## config.mk

```make
export PLATFORM = sky130hd
export DESIGN_NAME = quad_const_prop_fold_unit
export DESIGN_NICKNAME = d
export VERILOG_FILES = /design/src/rtl/core/qcp_pkg.sv /design/src/rtl/core/qcp_ram.sv /design/src/rtl/core/qcp_alu.sv /design/src/rtl/core/quad_const_prop_fold_unit.sv
export SDC_FILE = /design/constraint.sdc
export NUM_CORES = 2
export LEC_CHECK = 0
export BUFFER_PORTS_ARGS = -buffer_cell sky130_fd_sc_hd__buf_4
export CAP_MARGIN = 0
export CORE_UTILIZATION = 53
export DETAILED_ROUTE_END_ITERATION = 6
export PLACE_DENSITY = 0.77
export REMOVE_ABC_BUFFERS = 1
export SLEW_MARGIN = 25
export SYNTH_ARGS = -nofsm -noshare
export SYNTH_HDL_FRONTEND = slang
export SYNTH_HIERARCHICAL = 1
export SYNTH_SLANG_ARGS = --single-unit
```

## constraint.sdc

```tcl
create_clock -name clk -period 21.1 [get_ports clk]
set_input_delay 2.11 -clock clk [delete_from_list [all_inputs] [get_ports clk]]
set_output_delay 2.11 -clock clk [all_outputs]
set_load 0.01 [all_outputs]
```

## src/rtl/core/qcp_pkg.sv

```systemverilog
// ---------------------------------------------------------------------------
// qcp_pkg
// Shared types and constants for the quadruple constant propagation and
// folding unit.
// ---------------------------------------------------------------------------
package qcp_pkg;

	localparam int VAR_W  = 6;
	localparam int LIT_W  = 30;
	localparam int DATA_W = 32;
	localparam int OP_W   = 3;

	localparam logic [OP_W-1:0] OP_COPY  = 3'd0;
	localparam logic [OP_W-1:0] OP_ADD   = 3'd1;
	localparam logic [OP_W-1:0] OP_SUB   = 3'd2;
	localparam logic [OP_W-1:0] OP_MUL   = 3'd3;
	localparam logic [OP_W-1:0] OP_DIV   = 3'd4;
	localparam logic [OP_W-1:0] OP_OTHER = 3'd5;

	typedef struct packed {
		logic [OP_W-1:0]  op_code;
		logic             src1_is_lit;
		logic [LIT_W-1:0] src1_lit;
		logic [VAR_W-1:0] src1_var;
		logic             src2_is_lit;
		logic [LIT_W-1:0] src2_lit;
		logic [VAR_W-1:0] src2_var;
		logic [VAR_W-1:0] dest_var;
		logic             end_of_block;
	} quad_in_t;

	typedef struct packed {
		logic [OP_W-1:0]          res_op;
		logic                     res1_is_lit;
		logic signed [DATA_W-1:0] res1_value;
		logic [VAR_W-1:0]         res1_var;
		logic                     res2_is_lit;
		logic [LIT_W-1:0]         res2_value;
		logic [VAR_W-1:0]         res2_var;
		logic                     res2_empty;
		logic [VAR_W-1:0]         res_dest;
	} quad_out_t;

	// Command from the sequencer to the shared arithmetic unit.
	typedef struct packed {
		logic            start;
		logic [OP_W-1:0] op;
	} alu_ctrl_t;

	// Status from the shared arithmetic unit back to the sequencer.
	typedef struct packed {
		logic              done;
		logic [DATA_W-1:0] result;
	} alu_stat_t;

endpackage

```

## src/rtl/core/qcp_ram.sv

```systemverilog
// ---------------------------------------------------------------------------
// qcp_ram
// Generic single-write, single-read RAM with a registered read port.
// ---------------------------------------------------------------------------
module qcp_ram #(
	parameter int WIDTH = 30,
	parameter int DEPTH = 64
) (
	input  logic                     clk,
	input  logic                     we,
	input  logic [$clog2(DEPTH)-1:0] waddr,
	input  logic [WIDTH-1:0]         wdata,
	input  logic [$clog2(DEPTH)-1:0] raddr,
	output logic [WIDTH-1:0]         rdata
);

	logic [WIDTH-1:0] mem_q [DEPTH];
	logic [WIDTH-1:0] rdata_q;

	always_ff @(posedge clk) begin
		if (we) begin
			mem_q[waddr] <= wdata;
		end
		rdata_q <= mem_q[raddr];
	end

	assign rdata = rdata_q;

endmodule

```

## src/rtl/core/qcp_alu.sv

```systemverilog
// ---------------------------------------------------------------------------
// qcp_alu
// Shared iterative arithmetic unit: one 32-bit adder/subtractor does add and
// subtract in one step, and shift-add multiply and restoring divide one bit
// per step.
// ---------------------------------------------------------------------------
module qcp_alu (
	input  logic                     clk,
	input  logic                     arst_n,
	input  qcp_pkg::alu_ctrl_t       ctrl,
	input  logic [qcp_pkg::LIT_W-1:0] opa,
	input  logic [qcp_pkg::LIT_W-1:0] opb,
	output qcp_pkg::alu_stat_t       stat
);
	import qcp_pkg::*;

	localparam int CntW = $clog2(LIT_W + 1);

	logic              busy_q;
	logic              done_q;
	logic [OP_W-1:0]   op_q;
	logic [CntW-1:0]   cnt_q;
	logic [DATA_W-1:0] acc_q;
	logic [DATA_W-1:0] x_q;
	logic [DATA_W-1:0] y_q;
	logic [DATA_W-1:0] res_q;

	logic [DATA_W-1:0] add_a;
	logic [DATA_W-1:0] add_b;
	logic              add_sub;
	logic [DATA_W:0]   sum;
	logic [DATA_W-1:0] rem_shift;
	logic              last_step;

	assign rem_shift = {acc_q[DATA_W-2:0], x_q[LIT_W-1]};

	always_comb begin
		add_a   = x_q;
		add_b   = y_q;
		add_sub = 1'b0;
		unique case (op_q)
			OP_SUB: begin
				add_sub = 1'b1;
			end
			OP_MUL: begin
				add_a = acc_q;
				add_b = y_q[0] ? x_q : '0;
			end
			OP_DIV: begin
				add_a   = rem_shift;
				add_b   = y_q;
				add_sub = 1'b1;
			end
			default: begin
				add_sub = 1'b0;
			end
		endcase
	end

	// The carry out of a subtraction is high when there is no borrow.
	assign sum = {1'b0, add_a} + {1'b0, (add_sub ? ~add_b : add_b)} + {{DATA_W{1'b0}}, add_sub};
	assign last_step = (cnt_q == CntW'(1));

	always_ff @(posedge clk or negedge arst_n) begin
		if (!arst_n) begin
			busy_q <= 1'b0;
			done_q <= 1'b0;
			op_q   <= OP_ADD;
			cnt_q  <= '0;
		end else begin
			done_q <= !ctrl.start && busy_q && last_step;
			if (ctrl.start) begin
				busy_q <= 1'b1;
				op_q   <= ctrl.op;
				cnt_q  <= (ctrl.op == OP_MUL || ctrl.op == OP_DIV) ? CntW'(LIT_W) : CntW'(1);
			end else if (busy_q) begin
				cnt_q <= cnt_q - CntW'(1);
				if (last_step) begin
					busy_q <= 1'b0;
				end
			end
		end
	end

	always_ff @(posedge clk) begin
		if (ctrl.start) begin
			acc_q <= '0;
			x_q   <= {{(DATA_W-LIT_W){1'b0}}, opa};
			y_q   <= {{(DATA_W-LIT_W){1'b0}}, opb};
		end else if (busy_q) begin
			unique case (op_q)
				OP_MUL: begin
					acc_q <= sum[DATA_W-1:0];
					x_q   <= {x_q[DATA_W-2:0], 1'b0};
					y_q   <= {1'b0, y_q[DATA_W-1:1]};
					if (last_step) begin
						res_q <= sum[DATA_W-1:0];
					end
				end
				OP_DIV: begin
					acc_q <= sum[DATA_W] ? sum[DATA_W-1:0] : rem_shift;
					x_q   <= {{(DATA_W-LIT_W){1'b0}}, x_q[LIT_W-2:0], sum[DATA_W]};
					if (last_step) begin
						res_q <= {{(DATA_W-LIT_W){1'b0}}, x_q[LIT_W-2:0], sum[DATA_W]};
					end
				end
				default: begin
					res_q <= sum[DATA_W-1:0];
				end
			endcase
		end
	end

	assign stat.done   = done_q;
	assign stat.result = res_q;

endmodule

```

## src/rtl/core/quad_const_prop_fold_unit.sv

```systemverilog
// ---------------------------------------------------------------------------
// quad_const_prop_fold_unit
// Constant propagation and folding over a stream of three-address
// quadruples, one quadruple per transfer, with bindings kept per variable.
// ---------------------------------------------------------------------------
//  channel   direction  handshake                payload
//  src       in         src_valid / src_stall    qcp_pkg::quad_in_t
//  res       out        res_valid / res_stall    qcp_pkg::quad_out_t
//
// An item that is not folded passes through S_IDLE, S_RD1, S_RD2, S_FOLD and S_OUT;
// a folded add, subtract, multiply or divide also waits in S_CALC for the
// shared unit, which resolves a multiply or divide one bit per cycle. Both
// operands are read in turn through the single read port of the binding memory.
// Reset clears all bindings; the binding values need no clearing pass.
// A stalled result holds in its output register; the next item is taken
// meanwhile and waits only at its own write-out.
module quad_const_prop_fold_unit #(
	parameter int VAR_COUNT = 64
) (
	input  logic               clk,
	input  logic               arst_n,
	input  logic               src_valid,
	output logic               src_stall,
	input  qcp_pkg::quad_in_t  src_item,
	output logic               res_valid,
	input  logic               res_stall,
	output qcp_pkg::quad_out_t res_item
);
	import qcp_pkg::*;

	localparam int VarSpan = 1 << VAR_W;
	localparam int Depth   = (VAR_COUNT < VarSpan) ? VAR_COUNT : VarSpan;
	localparam int AddrW   = $clog2(Depth);

	localparam logic [2:0] S_IDLE = 3'd0;
	localparam logic [2:0] S_RD1  = 3'd1;
	localparam logic [2:0] S_RD2  = 3'd2;
	localparam logic [2:0] S_FOLD = 3'd3;
	localparam logic [2:0] S_CALC = 3'd4;
	localparam logic [2:0] S_OUT  = 3'd5;

	logic [2:0]        state_q;
	quad_in_t          item_q;
	logic [Depth-1:0]  bound_q;
	logic              l1_q;
	logic [LIT_W-1:0]  v1_q;
	logic              l2_q;
	logic [LIT_W-1:0]  v2_q;
	logic              fold_q;
	logic [DATA_W-1:0] fold_res_q;
	logic              res_valid_q;
	quad_out_t         res_item_q;

	logic [VAR_W:0]    depth_c;
	logic              src1_hit;
	logic              src2_hit;
	logic              dest_free;
	logic              bind_we;
	logic              can_fold;
	logic              can_load;
	logic [AddrW-1:0]  ram_raddr;
	logic [LIT_W-1:0]  ram_rdata;
	alu_ctrl_t         alu_ctrl;
	alu_stat_t         alu_stat;
	quad_out_t         res_next;

	assign depth_c = (VAR_W+1)'(Depth);

	// Ids at or beyond the table depth are never bound.
	assign src1_hit  = ({1'b0, item_q.src1_var} < depth_c) ? bound_q[item_q.src1_var[AddrW-1:0]]
	                                                       : 1'b0;
	assign src2_hit  = ({1'b0, item_q.src2_var} < depth_c) ? bound_q[item_q.src2_var[AddrW-1:0]]
	                                                       : 1'b0;
	assign dest_free = ({1'b0, item_q.dest_var} < depth_c) ? !bound_q[item_q.dest_var[AddrW-1:0]]
	                                                       : 1'b0;

	// The first binding wins, so a copy only binds a free destination.
	assign bind_we = (state_q == S_RD2) && (item_q.op_code == OP_COPY) && l1_q && dest_free;

	assign can_fold = l1_q && l2_q
		&& (item_q.op_code == OP_ADD || item_q.op_code == OP_SUB
			|| item_q.op_code == OP_MUL || item_q.op_code == OP_DIV)
		&& !(item_q.op_code == OP_DIV && v2_q == '0);

	assign can_load  = !res_valid_q || !res_stall;
	assign src_stall = (state_q != S_IDLE);
	assign ram_raddr = (state_q == S_IDLE) ? src_item.src1_var[AddrW-1:0]
	                                       : item_q.src2_var[AddrW-1:0];

	assign alu_ctrl.start = (state_q == S_FOLD) && can_fold;
	assign alu_ctrl.op    = item_q.op_code;

	qcp_ram #(
		.WIDTH (LIT_W),
		.DEPTH (Depth)
	) u_bind_ram (
		.clk   (clk),
		.we    (bind_we),
		.waddr (item_q.dest_var[AddrW-1:0]),
		.wdata (v1_q),
		.raddr (ram_raddr),
		.rdata (ram_rdata)
	);

	qcp_alu u_alu (
		.clk    (clk),
		.arst_n (arst_n),
		.ctrl   (alu_ctrl),
		.opa    (v1_q),
		.opb    (v2_q),
		.stat   (alu_stat)
	);

	always_ff @(posedge clk or negedge arst_n) begin
		if (!arst_n) begin
			state_q     <= S_IDLE;
			bound_q     <= '0;
			res_valid_q <= 1'b0;
		end else begin
			if (state_q == S_OUT && can_load) begin
				res_valid_q <= 1'b1;
			end else if (!res_stall) begin
				res_valid_q <= 1'b0;
			end
			unique case (state_q)
				S_IDLE: begin
					if (src_valid) begin
						state_q <= S_RD1;
					end
				end
				S_RD1: begin
					state_q <= S_RD2;
				end
				S_RD2: begin
					if (bind_we) begin
						bound_q[item_q.dest_var[AddrW-1:0]] <= 1'b1;
					end
					state_q <= S_FOLD;
				end
				S_FOLD: begin
					state_q <= can_fold ? S_CALC : S_OUT;
				end
				S_CALC: begin
					if (alu_stat.done) begin
						state_q <= S_OUT;
					end
				end
				S_OUT: begin
					if (can_load) begin
						if (item_q.end_of_block) begin
							bound_q <= '0;
						end
						state_q <= S_IDLE;
					end
				end
				default: begin
					state_q <= S_IDLE;
				end
			endcase
		end
	end

	always_ff @(posedge clk) begin
		if (state_q == S_IDLE && src_valid) begin
			item_q <= src_item;
		end
		if (state_q == S_RD1) begin
			l1_q <= item_q.src1_is_lit || src1_hit;
			v1_q <= item_q.src1_is_lit ? item_q.src1_lit : (src1_hit ? ram_rdata : '0);
		end
		if (state_q == S_RD2) begin
			l2_q <= item_q.src2_is_lit || src2_hit;
			v2_q <= item_q.src2_is_lit ? item_q.src2_lit : (src2_hit ? ram_rdata : '0);
		end
		if (state_q == S_FOLD) begin
			fold_q <= can_fold;
		end
		if (state_q == S_CALC && alu_stat.done) begin
			fold_res_q <= alu_stat.result;
		end
		if (state_q == S_OUT && can_load) begin
			res_item_q <= res_next;
		end
	end

	always_comb begin
		res_next.res_op      = fold_q ? OP_COPY : item_q.op_code;
		res_next.res1_is_lit = l1_q;
		res_next.res1_value  = fold_q ? fold_res_q : {{(DATA_W-LIT_W){1'b0}}, v1_q};
		res_next.res1_var    = l1_q ? '0 : item_q.src1_var;
		res_next.res2_is_lit = l2_q && !fold_q;
		res_next.res2_value  = fold_q ? '0 : v2_q;
		res_next.res2_var    = (fold_q || l2_q) ? '0 : item_q.src2_var;
		res_next.res2_empty  = fold_q;
		res_next.res_dest    = item_q.dest_var;
	end

	assign res_valid = res_valid_q;
	assign res_item  = res_item_q;

endmodule
```

---- Word-level counts from Yosys, hierarchy flattened ----
Memories as Yosys holds them, arrays and structs flattened. A register that Yosys moved wholly into a read port is not among the register bits.
Cells that the tools add are included.
storage, ports and cells
  bits in writable memories ............... 1920
  memories ................................ 1
  register bits ........................... 469
  output and inout port bits .............. 88
  input port bits ......................... 88
memory list
  name              words  width  rd ports  clocked after Yosys merged registers in  wr ports  line           text
  u_bind_ram.mem_q  64     30     1         1                                        1         qcp_ram.sv:17  logic [WIDTH-1:0] mem_q [DEPTH];
operators by class
  eq/ne operators ......................... 21
  bitwise gates (word level) .............. 3
  add/subtract/negate cells ............... 3
  reduce and logical (&&, ||, !) cells .... 45
  $lt $le $gt $ge ......................... 7
  muxes and demuxes ....................... 52
operators with widths
  cell                                                                     number
  30-bit two-way mux                                                       10
  32-bit case mux with 2 select lines                                      4
  32-bit two-way mux                                                       6
  64-bit two-way mux                                                       3
  64-bit case mux with 2 select lines                                      1
  64-bit OR                                                                1
  6-bit by 7-bit < comparator with 1-bit output, second input constant     6
  32-bit by 32-bit adder with 33-bit output                                1
  33-bit by 1-bit adder with 33-bit output                                 1
  32-bit NOT                                                               1
  30-bit zero test                                                         1
  1-bit binary-select mux with 6-bit select                                3
  3-bit by 2-bit equality test with 1-bit output, second input constant    6
  3-bit case mux with 6 select lines                                       1
  1-bit two-way mux                                                        16
  1-bit logical AND                                                        15
  5-bit two-way mux                                                        3
  3-bit equality test, second input constant                               4
  3-bit two-way mux                                                        3
  1-bit logical OR                                                         8
  2-bit by 1-bit inequality test with 1-bit output, second input constant  4
  2-bit inequality test, second input constant                             4
  4-bit AND reduction                                                      2
  2-bit nonzero test                                                       4
  13 further kinds                                                         23

---- Logic depth before layout (Yosys ltp) ----
  depth in word-level cells ............... 10
  depth in mapped cells ................... 21
  depth with buffers taken out ............ 16

---- Modules after synthesis ----
Netlist, hierarchy kept.
by module, submodules not included
  module                     times used  cells an instance  seq. area each (sq um)  area each (sq um)
  qcp_ram                    1           3309               58255.9                 73968.4
  quad_const_prop_fold_unit  1           1096               9659.3                  14930.6
  qcp_alu                    1           995                3694.8                  9007.4

---- Worst setup path before layout ----
Ideal clock, no wire load.
  path kind ............................... flip-flop to flip-flop
  start point ............................. reg state_q[0]
  end point ............................... mem u_bind_ram.mem_q[48][0] (enable)
  slack ................................... 13893 ps
  setup time .............................. 454 ps
  clock period less this slack ............ 7207 ps
  buffers on the path ..................... 3
  stages on the path, launching flop included .. 11
  data arrival time ....................... 6753 ps
  cell sequence ........................... dfrtp_1 > clkbuf_1 > nor3b_1 > and4b_1 > buf_2 > nand4_2 > buf_4 > a211oi_1 > nor2b_1 > nand4b_1 > nor3_1
on the way
  word-level cells in the longest chain between the ends .. 6
ends and longest elaborated chain
  element                                         line                              text
  start: declaration                              quad_const_prop_fold_unit.sv:42   logic [2:0] state_q;
  start signal: assignment                        quad_const_prop_fold_unit.sv:141  state_q <= can_fold ? S_CALC : S_OUT;
  3-bit by 2-bit equality test with 1-bit output  quad_const_prop_fold_unit.sv:78   assign bind_we = (state_q == S_RD2) && (item_q.op_code == OP_COPY) && l1_q && dest_free;
  1-bit logical AND (3 in a row)                  quad_const_prop_fold_unit.sv:78
  net bind_we                                     quad_const_prop_fold_unit.sv:58   logic bind_we;
  1-bit two-way mux                               qcp_ram.sv:21                     if (we) begin
  1-bit two-way mux (not written as such)         qcp_ram.sv:22                     mem_q[waddr] <= wdata;
  end: declaration                                qcp_ram.sv:17
The timed path passes the listed nets, and every way through them passes these cells.

---- Final worst setup path ----
  start point ............................. reg state_q[1]
  end point ............................... reg u_bind_ram.rdata_q[20] (netlist: u_bind_ram/rdata[20]) (read register of u_bind_ram.mem_q)
on the way
  word-level cells in the longest chain between the ends .. 2
ends and longest elaborated chain
  element            line                             text
  3-bit zero test    quad_const_prop_fold_unit.sv:87  assign ram_raddr = (state_q == S_IDLE) ? src_item.src1_var[AddrW-1:0]
  6-bit two-way mux  quad_const_prop_fold_unit.sv:87
  net ram_raddr[2]   quad_const_prop_fold_unit.sv:61  logic [AddrW-1:0] ram_raddr;
  end: declaration   qcp_ram.sv:18                    logic [WIDTH-1:0] rdata_q;
The timed path passes the listed nets, and every way through them passes these cells.
A chain may end at the register's enable or synchronous reset.

==> metrics.txt <==
#FFs+latches synth between 2000 and 2500; Final period util 29.5%; most frequent cell after synthesis edfxtp_1; slowest CP cell buf_4; row count between 150 and 200; normalized max-slew margin 16.4%; register clock-pin slew on the reported worst setup and hold paths about 0.070 ns; Max Transition Viols Final 0; largest cells by area after synthesis edfxtp_1 (70%), mux4_2 (9.7%), mux2i_1 (2.8%), dfrtp_1 (2.0%), nand2_1 (1.4%); Initial Util a little over half; worst hold margin between 0.4 and 0.5 ns; Worst Path Max Fanout 58; crit path capture type flip-flop; crit path cell chain nor3_2 -> mux2_8 -> buf_4 -> buf_4 -> buf_4 -> mux4_2 -> mux2i_1 -> a22oi_1 -> nand4_1 -> nor2_1; Commonest cells post-synth edfxtp_1 (2277), mux4_2 (421), nand2_1 (366), mux2i_1 (270), nor2_1 (205); worst reg2reg path endpoint u_bind_ram/rdata[20]$_DFF_P_; hold path start u_alu/res_q[28]$_DFFE_PP_; slew at the pin with the worst max-slew slack between 1 and 1.5 ns; final WL roughly 270 mm; Leak Pwr ~36 nW; number of antenna violations at the first check in global routing 10; first-pass GRT wire length 386 mm; Synth Instances 5400; Reg2Reg Launch Point state_q[1]$_DFFE_PN0P_; crit-path max cell delay slightly above 0.8 ns; Die Width roughly 430 um; violation count after the first detailed-route iteration ~9000; hold_buf cts 0; clock root buffer clkbuf_16; synthesized area 0.0979 sq mm; P&R area growth vs syn 12.6%; total track usage 29.0%; CP required about 22 ns; VDD IR max about 120 uV; DRT Pass-1 Iters 6; Clock Latency Late Sink 0.88 ns; H-tree depth 4; post-CTS sizing 0; maximum number of pins on one net before global-route repair between 100 and 150; CTS sink cnt between 2000 and 2500; RSZ-0062 raised after global routing false; Hold Path Class flip-flop to flip-flop; fin nets a little under 6000; fill cell count roughly 13000; Pwr Density between 100 and 150 mW/mm^2; post-synthesis sequential area ratio between 70 and 80%; total power 15.6 mW; Final min period roughly 6.2 ns; Num CTS Buffers roughly 220; core area 0.183 sq mm; Worst Hold End fold_res_q[28]$_DFFE_PP_; CP Launch Type flip-flop; top cell type's share of synthesized area 69.8%; Vias ~56000; main flop type after synthesis edfxtp_1; status complete, no violations; R2R depth 10; Fmax between 150 and 200 MHz; FF-to-FF setup slack about 15 ns; GP Congestion slightly above 0.9; CP dominant cell by count buf_4; family with the most delay on the worst path buffers and inverters; clk buf depth 3; die span in y 432 um; Arr. time, crit path ~7.0 ns; # setup viols final 0; residual DRC count 0; wire length per cell 32.7 um; final-report hold violation count 0; port bufs approximately 180; Hold Crit Depth 0; Fin Setup TNS 0 ns; cell taking the most area after synthesis edfxtp_1; CTS tree done; Yosys Warn Count 6; share of cells above drive strength 1 a little under a quarter; overflow left after global routing 0; Antenna Nets Post-Route 0; via/cell ratio roughly 6.7; Post-synth EDFFs 2277; placed wire-length estimate roughly 160 mm; Max Clock Skew 0.0450 ns; die area around 0.19 sq mm; Post-CTS Setup Bufs 0; vias in the first global route 54000; WP buf/inv 3; max cap viols 0; Mean Syn Cell Area approximately 18 sq um; IO Pins about 180; Setup CP Type flip-flop to flip-flop; Unique masters post-synth 86; Async S/R FF share, synth roughly 3.2%
## worst max-delay path by stage
stage                            from                            to  slack, ns  cells after the start
2_1_floorplan  state_q[2]$_DFFE_PN0P_  u_bind_ram/rdata[10]$_DFF_P_      -3.06                      6
3_3_place_gp             src_item[44]  u_bind_ram/rdata[21]$_DFF_P_      14.35                     10
3_5_place_dp             src_item[46]  u_bind_ram/rdata[20]$_DFF_P_      14.20                     10
4_1_cts        state_q[1]$_DFFE_PN0P_  u_bind_ram/rdata[20]$_DFF_P_      15.00                     10
5_1_grt        state_q[1]$_DFFE_PN0P_  u_bind_ram/rdata[21]$_DFF_P_      14.74                     10
6_report       state_q[1]$_DFFE_PN0P_  u_bind_ram/rdata[20]$_DFF_P_      14.88                     10
## cell type report
class	count	area, sq um	share of cell area [%]
clock inverter	116	1220	1.10
multi-input combinational	2592	25100	22.8
sequential	2419	71600	64.9
antenna	6	15.0	0.0136
clock buffer	292	6020	5.46
tap	2464	3080	2.80
inverter	58	218	0.197
timing repair buffer	369	2980	2.71
## stage by stage
stage	utilization (%)	setup WS (ns)	instance area, sq um	std cells
6_report	60.2	14.88	110000	8316
5_1_grt	60.2	14.74	110000	8310
4_1_cts	60.1	15.00	110000	8306
3_5_place_dp	56.2	14.20	103000	7898
3_3_place_gp	56.0	14.35	103000	7889
2_1_floorplan	-	-3.06	96300	5069
## state kept, by name, indices dropped and copies added, names as in the netlist, 5 cells and up
signal and flops:
u_alu/y_q 30, u_alu/res_q 32, u_alu/cnt_q 5, item_q 81
u_alu/x_q 32, v2_q 30, fold_res_q 32, v1_q 30
bound_q 64, u_bind_ram/rdata 30, res_item 86, u_bind_ram/mem_q 1920
u_alu/acc_q 32
## cell families after synthesis
| logic type | count (synthesis) | share of synthesized area, % |
|---|---|---|
| DFF | 2419 | 73.1 |
| xor gates and xnor gates | 55 | 0.492 |
| muxes | 813 | 13.8 |
| AOI/OAI and AO/OA | 778 | 5.77 |
| adders and majority gates | 34 | 0.442 |
| and+or+nand+nor | 912 | 4.40 |
| buffers and inverters | 389 | 1.91 |
## power breakdown
part	internal (mW)	leakage, nW	switching, mW
registers	6.02	22.2	0.332
logic	1.85	10.7	3.44
clock network	2.23	3.51	1.76
total	10.1	36.4	5.53
## cell usage in the layout (no fill, tap or decap), drive strengths merged, types with 55 or more instances in the layout
cell	netlist	layout
buf	165	369
o221ai	72	72
o22ai	55	55
mux2i	270	270
dfxtp	64	64
o211ai	75	75
mux2	122	122
clkinv	0	81
nor2b	89	89
a21oi	93	93
clkbuf	166	292
nor2	206	206
o21ai	95	95
nand2	366	366
edfxtp	2277	2277
a22oi	144	144
mux4	421	421
inv	58	65
dfrtp	77	77
## routing by layer
| layer | track usage [%] | up-vias | wire length (um) |
|---|---|---|---|
| met3 | 6.35 | 687 | 34300 |
| met1 | 39.5 | 28500 | 96000 |
| met5 | 0 | - | 163 |
| li1 | - | 22400 | - |
| met4 | 15.1 | 8 | 15900 |
| met2 | 44.4 | 4151 | 125000 |
Power figures use the tool's default switching activity.
